File: src/sv/tlvaks_pkg.sv
package tlvaks_pkg;

  // Configuration register indexes.
  localparam int unsigned CFG_IDX_W = 8;
  localparam logic [CFG_IDX_W-1:0] REG_WANTED_KEY_HIGH = 8'd0;
  localparam logic [CFG_IDX_W-1:0] REG_WANTED_KEY_LOW  = 8'd1;
  localparam logic [CFG_IDX_W-1:0] REG_LENGTH_KEY_HIGH = 8'd2;
  localparam logic [CFG_IDX_W-1:0] REG_LENGTH_KEY_LOW  = 8'd3;

  // Event codes of a result word.
  localparam logic [1:0] EV_FOUND     = 2'd0;
  localparam logic [1:0] EV_MALFORMED = 2'd1;
  localparam logic [1:0] EV_NO_MATCH  = 2'd2;
  localparam logic [1:0] EV_BAD_HDR   = 2'd3;

  // Record layout.
  localparam logic [4:0] KEY_HALF_BYTES = 5'd8;
  localparam logic [4:0] KEY_BYTES      = 5'd16;
  localparam logic [4:0] SIZE_BYTES     = 5'd4;
  localparam logic [4:0] LEN_BYTES      = 5'd8;
  localparam logic [31:0] VALUE_SIZE    = 32'd16;
  localparam int unsigned HDR_BYTES     = 20;

  // Result queue depth.
  localparam int unsigned RES_DEPTH = 4;

  // Parser phases.
  typedef enum logic [7:0] {
    PH_IDLE  = 8'b0000_0001,
    PH_HKEY  = 8'b0000_0010,
    PH_HSIZE = 8'b0000_0100,
    PH_HDATA = 8'b0000_1000,
    PH_RKEY  = 8'b0001_0000,
    PH_RSIZE = 8'b0010_0000,
    PH_RDATA = 8'b0100_0000,
    PH_RVAL  = 8'b1000_0000
  } phase_t;

  // Key registers seen by the parser.
  typedef struct packed {
    logic [63:0] wanted_high;
    logic [63:0] wanted_low;
    logic [63:0] length_high;
    logic [63:0] length_low;
  } cfg_t;

  // One result word.
  typedef struct packed {
    logic [1:0]  code;
    logic [63:0] value_high;
    logic [63:0] value_low;
    logic        last;
  } res_t;

  // Pushes from the parser into the result queue.
  typedef struct packed {
    logic [1:0] cnt;
    res_t       first;
    res_t       second;
  } push_t;

endpackage

File: src/sv/tlv_address_key_search.sv
// Channel | Direction | Ports
// in      | input     | in_valid, in_ready, in_data_byte, in_first_byte
// out     | output    | out_valid, out_ready, out_event_code, out_value_high, out_value_low,
//         |           | out_last_result
// cfg     | input     | cfg_valid, cfg_ready, cfg_index, cfg_data
//
// One input byte is accepted per cycle while the result queue has room; it is decoded
// while it sits in the input register, and its result words are written into the result queue.
// Input flow stops only while the four-word result queue has fewer than two free slots.
// Synchronous active-low reset clears the parse state, the queue and the key registers.
// A stalled output holds the input side once three of the four queue slots are taken.
module tlv_address_key_search #(
  parameter int unsigned OFFSET_BITS = 32
) (
  input  logic                             clk,
  input  logic                             rst_n,
  input  logic                             in_valid,
  output logic                             in_ready,
  input  logic [7:0]                       in_data_byte,
  input  logic                             in_first_byte,
  output logic                             out_valid,
  input  logic                             out_ready,
  output logic [1:0]                       out_event_code,
  output logic [63:0]                      out_value_high,
  output logic [63:0]                      out_value_low,
  output logic                             out_last_result,
  input  logic                             cfg_valid,
  output logic                             cfg_ready,
  input  logic [tlvaks_pkg::CFG_IDX_W-1:0] cfg_index,
  input  logic [63:0]                      cfg_data
);
  import tlvaks_pkg::*;

  cfg_t  keys;
  push_t push;
  res_t  out_res;
  logic  res_room;

  tlvaks_cfg u_cfg (
    .clk       (clk),
    .rst_n     (rst_n),
    .cfg_valid (cfg_valid),
    .cfg_ready (cfg_ready),
    .cfg_index (cfg_index),
    .cfg_data  (cfg_data),
    .keys      (keys)
  );

  tlvaks_parser #(
    .OFFSET_BITS (OFFSET_BITS)
  ) u_parser (
    .clk           (clk),
    .rst_n         (rst_n),
    .in_valid      (in_valid),
    .in_ready      (in_ready),
    .in_data_byte  (in_data_byte),
    .in_first_byte (in_first_byte),
    .keys          (keys),
    .res_room      (res_room),
    .push          (push)
  );

  tlvaks_res_fifo u_fifo (
    .clk       (clk),
    .rst_n     (rst_n),
    .push      (push),
    .res_room  (res_room),
    .out_valid (out_valid),
    .out_ready (out_ready),
    .out_res   (out_res)
  );

  assign out_event_code  = out_res.code;
  assign out_value_high  = out_res.value_high;
  assign out_value_low   = out_res.value_low;
  assign out_last_result = out_res.last;

endmodule

File: src/sv/tlvaks_cfg.sv
module tlvaks_cfg (
  input  logic                           clk,
  input  logic                           rst_n,
  input  logic                           cfg_valid,
  output logic                           cfg_ready,
  input  logic [tlvaks_pkg::CFG_IDX_W-1:0] cfg_index,
  input  logic [63:0]                    cfg_data,
  output tlvaks_pkg::cfg_t               keys
);
  import tlvaks_pkg::*;

  cfg_t keys_r;

  // Writes are always taken; an unknown index is dropped.
  assign cfg_ready = 1'b1;
  assign keys      = keys_r;

  always_ff @(posedge clk) begin
    if (!rst_n) begin
      keys_r <= '0;
    end else if (cfg_valid) begin
      case (cfg_index)
        REG_WANTED_KEY_HIGH: keys_r.wanted_high <= cfg_data;
        REG_WANTED_KEY_LOW:  keys_r.wanted_low  <= cfg_data;
        REG_LENGTH_KEY_HIGH: keys_r.length_high <= cfg_data;
        REG_LENGTH_KEY_LOW:  keys_r.length_low  <= cfg_data;
        default: ;
      endcase
    end
  end

endmodule

File: src/sv/tlvaks_parser.sv
module tlvaks_parser #(
  parameter int unsigned OFFSET_BITS = 32
) (
  input  logic              clk,
  input  logic              rst_n,
  input  logic              in_valid,
  output logic              in_ready,
  input  logic [7:0]        in_data_byte,
  input  logic              in_first_byte,
  input  tlvaks_pkg::cfg_t  keys,
  input  logic              res_room,
  output tlvaks_pkg::push_t push
);
  import tlvaks_pkg::*;

  // Input register.
  logic       st_valid_r;
  logic [7:0] st_byte_r;
  logic       st_first_r;
  logic       adv;

  // Parse state.
  phase_t                 phase_r,  phase_nxt;
  logic [OFFSET_BITS-1:0] off_r,    off_nxt;
  logic [4:0]             fc_r,     fc_nxt;
  logic [63:0]            ks_r,     ks_nxt;
  logic [31:0]            size_r,   size_nxt;
  logic [63:0]            tl_r,     tl_nxt;
  logic [31:0]            dr_r,     dr_nxt;
  logic                   match_r,  match_nxt;
  logic [63:0]            held_r,   held_nxt;

  // The byte in the input register moves on when the queue can take two words.
  assign adv      = st_valid_r && res_room;
  assign in_ready = !st_valid_r || res_room;

  always_ff @(posedge clk) begin
    if (!rst_n) begin
      st_valid_r <= 1'b0;
    end else if (in_ready) begin
      st_valid_r <= in_valid;
    end
  end

  always_ff @(posedge clk) begin
    if (in_ready && in_valid) begin
      st_byte_r  <= in_data_byte;
      st_first_r <= in_first_byte;
    end
  end

  // Byte decode and state update.
  always_comb begin
    phase_t                 ph;
    logic [4:0]             fc_cur;
    logic [4:0]             fc_inc;
    logic [63:0]            ks_cur;
    logic [63:0]            ks_sh;
    logic                   m_cur;
    logic [OFFSET_BITS-1:0] off_cur;
    logic [63:0]            tl_cur;
    logic [31:0]            size_or;
    logic [31:0]            dr_dec;
    logic [64:0]            off_lim;
    logic                   bnd_end;
    logic                   emit_a;
    logic [1:0]             code_a;
    logic                   emit_b;
    logic [63:0]            val_hi;
    logic [63:0]            val_lo;

    phase_nxt = phase_r;
    off_nxt   = off_r;
    fc_nxt    = fc_r;
    ks_nxt    = ks_r;
    size_nxt  = size_r;
    tl_nxt    = tl_r;
    dr_nxt    = dr_r;
    match_nxt = match_r;
    held_nxt  = held_r;
    emit_a    = 1'b0;
    code_a    = EV_NO_MATCH;
    emit_b    = 1'b0;
    val_hi    = '0;
    val_lo    = '0;
    off_lim   = '0;
    bnd_end   = 1'b0;

    // A first byte restarts the blob at the first key byte.
    if (st_first_r) begin
      ph      = PH_HKEY;
      fc_cur  = '0;
      ks_cur  = '0;
      m_cur   = 1'b0;
      off_cur = '0;
      tl_cur  = '0;
    end else begin
      ph      = phase_r;
      fc_cur  = fc_r;
      ks_cur  = ks_r;
      m_cur   = match_r;
      off_cur = off_r;
      tl_cur  = tl_r;
    end

    fc_inc  = fc_cur + 5'd1;
    ks_sh   = {ks_cur[55:0], st_byte_r};
    size_or = size_r | (32'(st_byte_r) << {fc_cur[1:0], 3'b000});
    dr_dec  = dr_r - 32'd1;

    if (adv && (st_first_r || phase_r != PH_IDLE)) begin
      phase_nxt = ph;
      fc_nxt    = fc_cur;
      ks_nxt    = ks_cur;
      match_nxt = m_cur;
      tl_nxt    = tl_cur;
      off_nxt   = (off_cur == '1) ? off_cur : off_cur + 1'b1;

      // Total length ends the search if the next header would pass it.
      if (ph == PH_HDATA && fc_cur < LEN_BYTES) begin
        tl_nxt = tl_cur | (64'(st_byte_r) << {fc_cur[2:0], 3'b000});
      end
      off_lim = 65'(off_nxt) + 65'(HDR_BYTES);
      bnd_end = {1'b0, tl_nxt} < off_lim;

      case (ph)
        PH_HKEY, PH_RKEY: begin
          ks_nxt = ks_sh;
          fc_nxt = fc_inc;
          if (fc_inc == KEY_HALF_BYTES) begin
            match_nxt = (ph == PH_HKEY) ? (ks_sh == keys.length_high)
                                        : (ks_sh == keys.wanted_high);
            ks_nxt    = '0;
          end else if (fc_inc >= KEY_BYTES) begin
            match_nxt = m_cur && ((ph == PH_HKEY) ? (ks_sh == keys.length_low)
                                                  : (ks_sh == keys.wanted_low));
            ks_nxt    = '0;
            fc_nxt    = '0;
            size_nxt  = '0;
            phase_nxt = (ph == PH_HKEY) ? PH_HSIZE : PH_RSIZE;
          end
        end
        PH_HSIZE: begin
          size_nxt = size_or;
          fc_nxt   = fc_inc;
          if (fc_inc >= SIZE_BYTES) begin
            if (!m_cur || size_or == '0) begin
              emit_a    = 1'b1;
              code_a    = EV_BAD_HDR;
              phase_nxt = PH_IDLE;
            end else begin
              dr_nxt    = size_or;
              fc_nxt    = '0;
              tl_nxt    = '0;
              phase_nxt = PH_HDATA;
            end
          end
        end
        PH_HDATA: begin
          if (fc_cur < LEN_BYTES) begin
            fc_nxt = fc_inc;
          end
          dr_nxt = dr_dec;
          if (dr_dec == '0) begin
            if (bnd_end) begin
              emit_a    = 1'b1;
              code_a    = EV_NO_MATCH;
              phase_nxt = PH_IDLE;
            end else begin
              phase_nxt = PH_RKEY;
              fc_nxt    = '0;
              ks_nxt    = '0;
              match_nxt = 1'b0;
            end
          end
        end
        PH_RSIZE: begin
          size_nxt = size_or;
          fc_nxt   = fc_inc;
          if (fc_inc >= SIZE_BYTES) begin
            if (m_cur && size_or == VALUE_SIZE) begin
              fc_nxt    = '0;
              ks_nxt    = '0;
              phase_nxt = PH_RVAL;
            end else begin
              dr_nxt = size_or;
              if (m_cur) begin
                emit_a = 1'b1;
                code_a = EV_MALFORMED;
              end
              if (size_or == '0) begin
                if (bnd_end) begin
                  // Malformed and end of search may land on one byte.
                  if (m_cur) begin
                    emit_b = 1'b1;
                  end else begin
                    emit_a = 1'b1;
                    code_a = EV_NO_MATCH;
                  end
                  phase_nxt = PH_IDLE;
                end else begin
                  phase_nxt = PH_RKEY;
                  fc_nxt    = '0;
                  ks_nxt    = '0;
                  match_nxt = 1'b0;
                end
              end else begin
                phase_nxt = PH_RDATA;
              end
            end
          end
        end
        PH_RDATA: begin
          dr_nxt = dr_dec;
          if (dr_dec == '0) begin
            if (bnd_end) begin
              emit_a    = 1'b1;
              code_a    = EV_NO_MATCH;
              phase_nxt = PH_IDLE;
            end else begin
              phase_nxt = PH_RKEY;
              fc_nxt    = '0;
              ks_nxt    = '0;
              match_nxt = 1'b0;
            end
          end
        end
        PH_RVAL: begin
          ks_nxt = ks_sh;
          fc_nxt = fc_inc;
          if (fc_inc == KEY_HALF_BYTES) begin
            held_nxt = ks_sh;
            ks_nxt   = '0;
          end else if (fc_inc >= KEY_BYTES) begin
            emit_a    = 1'b1;
            code_a    = EV_FOUND;
            val_hi    = held_r;
            val_lo    = ks_sh;
            phase_nxt = PH_IDLE;
          end
        end
        default: begin
          phase_nxt = PH_IDLE;
        end
      endcase
    end

    // Result words for the queue.
    push.cnt               = {emit_b, emit_a && !emit_b};
    push.first.code        = code_a;
    push.first.value_high  = val_hi;
    push.first.value_low   = val_lo;
    push.first.last        = !emit_b;
    push.second.code       = EV_NO_MATCH;
    push.second.value_high = '0;
    push.second.value_low  = '0;
    push.second.last       = 1'b1;
  end

  always_ff @(posedge clk) begin
    if (!rst_n) begin
      phase_r <= PH_IDLE;
      off_r   <= '0;
      fc_r    <= '0;
      ks_r    <= '0;
      size_r  <= '0;
      tl_r    <= '0;
      dr_r    <= '0;
      match_r <= 1'b0;
      held_r  <= '0;
    end else begin
      phase_r <= phase_nxt;
      off_r   <= off_nxt;
      fc_r    <= fc_nxt;
      ks_r    <= ks_nxt;
      size_r  <= size_nxt;
      tl_r    <= tl_nxt;
      dr_r    <= dr_nxt;
      match_r <= match_nxt;
      held_r  <= held_nxt;
    end
  end

  function automatic logic ph_is_rsize();
    ph_is_rsize = (phase_r == PH_RSIZE) && !st_first_r;
  endfunction

  // A first byte always leaves the parser one byte into the header key.
  a_first_restarts: assert property (@(posedge clk) disable iff (!rst_n)
    (adv && st_first_r) |=> (phase_r == PH_HKEY && fc_r == 5'd1))
    else $error("first byte did not restart the header key");

  // Two results on one byte are only a malformed record then end of search.
  a_pair_order: assert property (@(posedge clk) disable iff (!rst_n)
    (push.cnt == 2'd2) |-> (push.first.code == EV_MALFORMED && ph_is_rsize()))
    else $error("unexpected result pair");

  // Results leave the parser idle unless the record was only malformed.
  a_final_idle: assert property (@(posedge clk) disable iff (!rst_n)
    (push.cnt != 2'd0 && !(push.cnt == 2'd1 && push.first.code == EV_MALFORMED))
      |=> (phase_r == PH_IDLE))
    else $error("final result did not stop the search");

endmodule

File: src/sv/tlvaks_res_fifo.sv
module tlvaks_res_fifo (
  input  logic              clk,
  input  logic              rst_n,
  input  tlvaks_pkg::push_t push,
  output logic              res_room,
  output logic              out_valid,
  input  logic              out_ready,
  output tlvaks_pkg::res_t  out_res
);
  import tlvaks_pkg::*;

  localparam int unsigned PTR_W = $clog2(RES_DEPTH);
  localparam int unsigned CNT_W = $clog2(RES_DEPTH + 1);

  res_t             mem [RES_DEPTH];
  logic [PTR_W-1:0] wr_ptr_r, rd_ptr_r;
  logic [CNT_W-1:0] count_r,  count_nxt;
  logic             pop;

  assign out_valid = count_r != '0;
  assign out_res   = mem[rd_ptr_r];
  assign pop       = out_valid && out_ready;
  assign res_room  = count_r <= CNT_W'(RES_DEPTH - 2);
  assign count_nxt = count_r + CNT_W'(push.cnt) - CNT_W'(pop);

  // Up to two words are written in one cycle, in order.
  always_ff @(posedge clk) begin
    if (push.cnt == 2'd1) begin
      mem[wr_ptr_r] <= push.first;
    end else if (push.cnt == 2'd2) begin
      mem[wr_ptr_r]                   <= push.first;
      mem[PTR_W'(wr_ptr_r + 1'b1)]    <= push.second;
    end
  end

  always_ff @(posedge clk) begin
    if (!rst_n) begin
      wr_ptr_r <= '0;
      rd_ptr_r <= '0;
      count_r  <= '0;
    end else begin
      wr_ptr_r <= PTR_W'(wr_ptr_r + PTR_W'(push.cnt));
      rd_ptr_r <= PTR_W'(rd_ptr_r + PTR_W'(pop));
      count_r  <= count_nxt;
    end
  end

  // The queue never overfills.
  a_no_overflow: assert property (@(posedge clk) disable iff (!rst_n)
    count_r <= CNT_W'(RES_DEPTH))
    else $error("result queue overflow");

  // Words arrive only while room for a pair was shown.
  a_push_room: assert property (@(posedge clk) disable iff (!rst_n)
    (push.cnt != 2'd0) |-> res_room)
    else $error("result word pushed without room");

  // The count follows pushes and pops.
  a_count_track: assert property (@(posedge clk) disable iff (!rst_n)
    1'b1 |=> (count_r == $past(count_nxt)))
    else $error("result count mismatch");

endmodule

File: config.mk
export PLATFORM = sky130hd
export DESIGN_NAME = tlv_address_key_search
export DESIGN_NICKNAME = d
export VERILOG_FILES = /design/src/sv/tlvaks_pkg.sv /design/src/sv/tlv_address_key_search.sv /design/src/sv/tlvaks_cfg.sv /design/src/sv/tlvaks_parser.sv /design/src/sv/tlvaks_res_fifo.sv
export SDC_FILE = /design/constraint.sdc
export NUM_CORES = 2
export LEC_CHECK = 0
export BUFFER_PORTS_ARGS = -buffer_cell sky130_fd_sc_hd__buf_4
export CAP_MARGIN = 25
export CELL_PAD_IN_SITES_DETAIL_PLACEMENT = 1
export CELL_PAD_IN_SITES_GLOBAL_PLACEMENT = 2
export CORE_MARGIN = 1.5
export CORE_UTILIZATION = 30
export CTS_BUF_LIST = sky130_fd_sc_hd__clkbuf_8 sky130_fd_sc_hd__clkbuf_16
export CTS_CLUSTER_DIAMETER = 40
export DETAILED_ROUTE_END_ITERATION = 10
export PLACE_DENSITY = 0.64
export SLEW_MARGIN = 20
export SYNTH_ARGS = -nofsm -noshare
export SYNTH_HDL_FRONTEND = slang
export SYNTH_HIERARCHICAL = 1
export SYNTH_SLANG_ARGS = --single-unit
File: constraint.sdc
create_clock -name clk -period 37.4 [get_ports clk]
set_clock_uncertainty 0.2 [all_clocks]
set_input_delay 7.48 -clock clk [delete_from_list [all_inputs] [get_ports clk]]
set_output_delay 7.48 -clock clk [all_outputs]
set_load 0.005 [all_outputs]
==> flow_summary.toml <==
[detailed_routing]
drc_errors = 0
wl_um = 222000
ant_nets = 0
vias = 43300
drtIter0Drc = 3295
drtPass1Iterations = 6
wl_per_cell_um = 27.4
viasPerCell = 5.34

[timing]
relSlewSlack_pct = 19.4
setup_viol = 0
drv_slew = 0
period_minus_slack_ps = 11400
worst_pin_slew_ps = 1210
rsz0062_at_grt = "no"
setup-tns-final_ps = 0
hold_viol_final = 0
fin_ws_ps = 26000
fmax_mhz = 87.7
fin_crit_sh_pct = 30.5

[setup_path]
endpoint = "out_value_low[58]"
startpoint_type = "flop"
crit_start = "u_fifo/rd_ptr_r[1]$_SDFF_PN0_"
crit_buf_inv = 3
arrival_ps = 3720
cpPeakStageDelay_ps = 820
path_depth = 4
crit_chain = "buf_4 -> buf_4 -> mux4_2 -> buf_4"
reg2reg_depth = 28
path_max_fanout = 54
crit_required_ps = 29720
r2r_slack_ps = 26740
worstSetupPathType = "flop to output port"
r2r-end = "u_fifo/mem[0][108]$_DFFE_PP_"
crit_slowest_cell = "dfxtp_4"
cp_common_cell = "buf_4"
cp-end-kind = "output port"
r2r_start = "u_parser/st_first_r$_DFFE_PP_"
crit_family = "buffers and inverters"

[clocking]
htree_levels = 4
hold_buffers = 0
root_buffer = "clkbuf_16"
cts.path.max_buffers = 3
cts-resized-gates = 0
cts_tree = "built"
worst_skew_pair.late_latency_ps = 860
post_cts_buffers = 0
cts_buffers = 212
cts.sinks = 1091
clkTransAtPathRegs_ps = 50

[job]
maxCapViolCount = 0

[logic_synthesis]
syn_area_sq_mm = 0.0569
synthCells = 5281
synth_top_area_share_pct = 28.1
avgSynthCellArea_sq_um = 10.8
synth.area.top_cells = "edfxtp_1 28%, dfxtp_1 20%, mux2_2 10%, mux4_2 5.2%, mux2i_1 4.9%"
ys_ff_latch = 1091
synth_edf_count = 533
synth_top_cell_by_area = "edfxtp_1"
synthFlopType = "dfxtp_1"
ys_types = 97
yosysSeqAreaShare_pct = 47.7
synthArstFlopShare_pct = 0
ys_warn_count = 6

[die]
boundaryPins = 220
core_region_area_sq_mm = 0.188
fp.dieArea_sq_mm = 0.192
die_w_um = 439
die_y_um = 439
start_util_pct = 30.2
rows = 159

[pwr]
vdd_drop_max_mv = 0.0395
power.density_mw_per_mm2 = 53.4
p_leak_uw = 0.0254
p_total_uw = 3630

[global_routing]
grt_pass1_wl_um = 321000
grt_overflow = 0
grt_pass1_vias = 44500
antenna_found_initial = 11
grt_usage_pct = 22.6
grt_max_degree = 133

[final_layout]
fin_util_pct = 36.1
finalNetCount = 5547
stdcell_area_sq_mm = 0.0680
num-fill-cells = 20700
drive_gt1_share_pct = 24.5
syn_to_final_growth_pct = 19.4

[hold_path]
min-delay-start = "u_parser/dr_r[29]$_SDFFE_PN0P_"
hold_path.class = "flop to flop"

[placement]
dp_worst_setup_slack_ps = 26750
hpwl_um = 149000
gp_congestion = 0.902
portBuffers = 218
placed_area_sq_mm = 0.0602

[outcome]
status = "completed"
==> cells in the final DEF, fill, tap and decap left out, drive strengths merged, types with 39 or more instances in the layout <==
cell / n
a21oi: 296
a22o: 73
a22oi: 87
a31oi: 45
and2: 96
buf: 297
bufinv: 41
clkbuf: 222
clkinv: 66
conb: 132
dfxtp: 558
edfxtp: 533
ha: 42
inv: 127
mux2: 524
mux2i: 281
mux4: 131
nand2: 665
nand3: 89
nand4: 39
nor2: 379
nor2b: 51
nor3: 110
nor4: 40
o21ai: 131
o22ai: 40
xnor2: 49
==> report_power, final <==
part	total [uW]	internal, uW	switching [uW]
clock	2050	1350	704
sequential	1260	1250	14.1
combinational	314	136	178
total	3630	2730	896
==> worst min-delay path by stage <==
stage | endpoint | slack (ps) | cells after the start
2_1_floorplan | u_parser/held_r[9]$_SDFFE_PN0P_ | 230 | 2
3_3_place_gp | u_parser/held_r[41]$_SDFFE_PN0P_ | 240 | 2
3_5_place_dp | u_parser/dr_r[29]$_SDFFE_PN0P_ | 250 | 2
4_1_cts | u_parser/dr_r[29]$_SDFFE_PN0P_ | 250 | 2
5_1_grt | u_parser/tl_r[38]$_SDFFE_PN0P_ | 270 | 2
6_report | u_parser/dr_r[29]$_SDFFE_PN0P_ | 250 | 2
==> through the flow <==
stage	cells	hold WS, ps
floorplan	5410	227
global placement	7697	240
detailed placement	7697	248
CTS	8095	254
global route	8098	271
finish	8100	252
==> layer usage <==
layer	up-vias	routed length (um)	track usage (%)
met2	1218	102000	35.9
met5	-	27	0
met4	4	6210	6.88
li1	19500	-	-
met1	22200	102000	31.5
met3	309	11700	3.33
==> registers in the layout, summed over array words and instances, names as in the netlist, 32 cells and up <==
register / cells
u_parser/dr_r: 32
u_fifo/mem: 524
u_parser/size_r: 32
u_cfg/keys: 256
u_parser/held_r: 64
u_parser/off_r: 32
u_parser/ks_r: 56
u_parser/tl_r: 64
==> final cells by class <==
type	count	area (sq um)	share of cell area, %
clock buffer	222	5450	8.02
antenna	3	7.51	0.0110
multi-input combinational	3720	27100	39.9
inverter	95	363	0.534
clock inverter	176	2310	3.40
tap	2495	3120	4.59
sequential	1091	27200	40.0
timing repair buffer	298	2380	3.50
==> synth_stat cells, types with 18 or more instances <==
master,count
edfxtp_1,533
nand3_1,89
ha_1,42
nor2_1,379
mux4_2,131
nand2b_1,31
dfxtp_1,558
a22oi_1,87
buf_6,18
a22o_1,73
xor2_1,35
clkbuf_1,218
o211ai_1,22
and2_1,94
mux2i_1,281
nand4_1,38
mux2_2,524
a21oi_1,296
buf_1,30
nor2b_1,51
nor3_1,108
buf_4,151
o21ai_0,130
and3_1,29
nor4_1,37
inv_1,92
a31oi_1,44
nand2_1,665
xnor2_1,49
buf_2,73
o22ai_1,40
==> kinds of logic (layout without fill, tap and decap cells) <==
logic type / after synthesis / in the layout / synth area share [%]
and+or+nand+nor: 1628 / 1628 / 13.3
DFF: 1091 / 1091 / 47.7
muxes: 936 / 936 / 20.5
AOI/OAI and AO/OA: 895 / 895 / 10.4
buffers and inverters: 599 / 791 / 5.74
xor gates and xnor gates: 86 / 86 / 1.37
adders and majority gates: 43 / 43 / 0.958
other: 3 / 135 / 0.0198
==> tightest hold or removal path, stage by stage, from the launching register on <==
cell,delay [ps]
dfxtp_1,300
nand2_1,50
a21oi_1,50
Power figures use the tool's default switching activity.
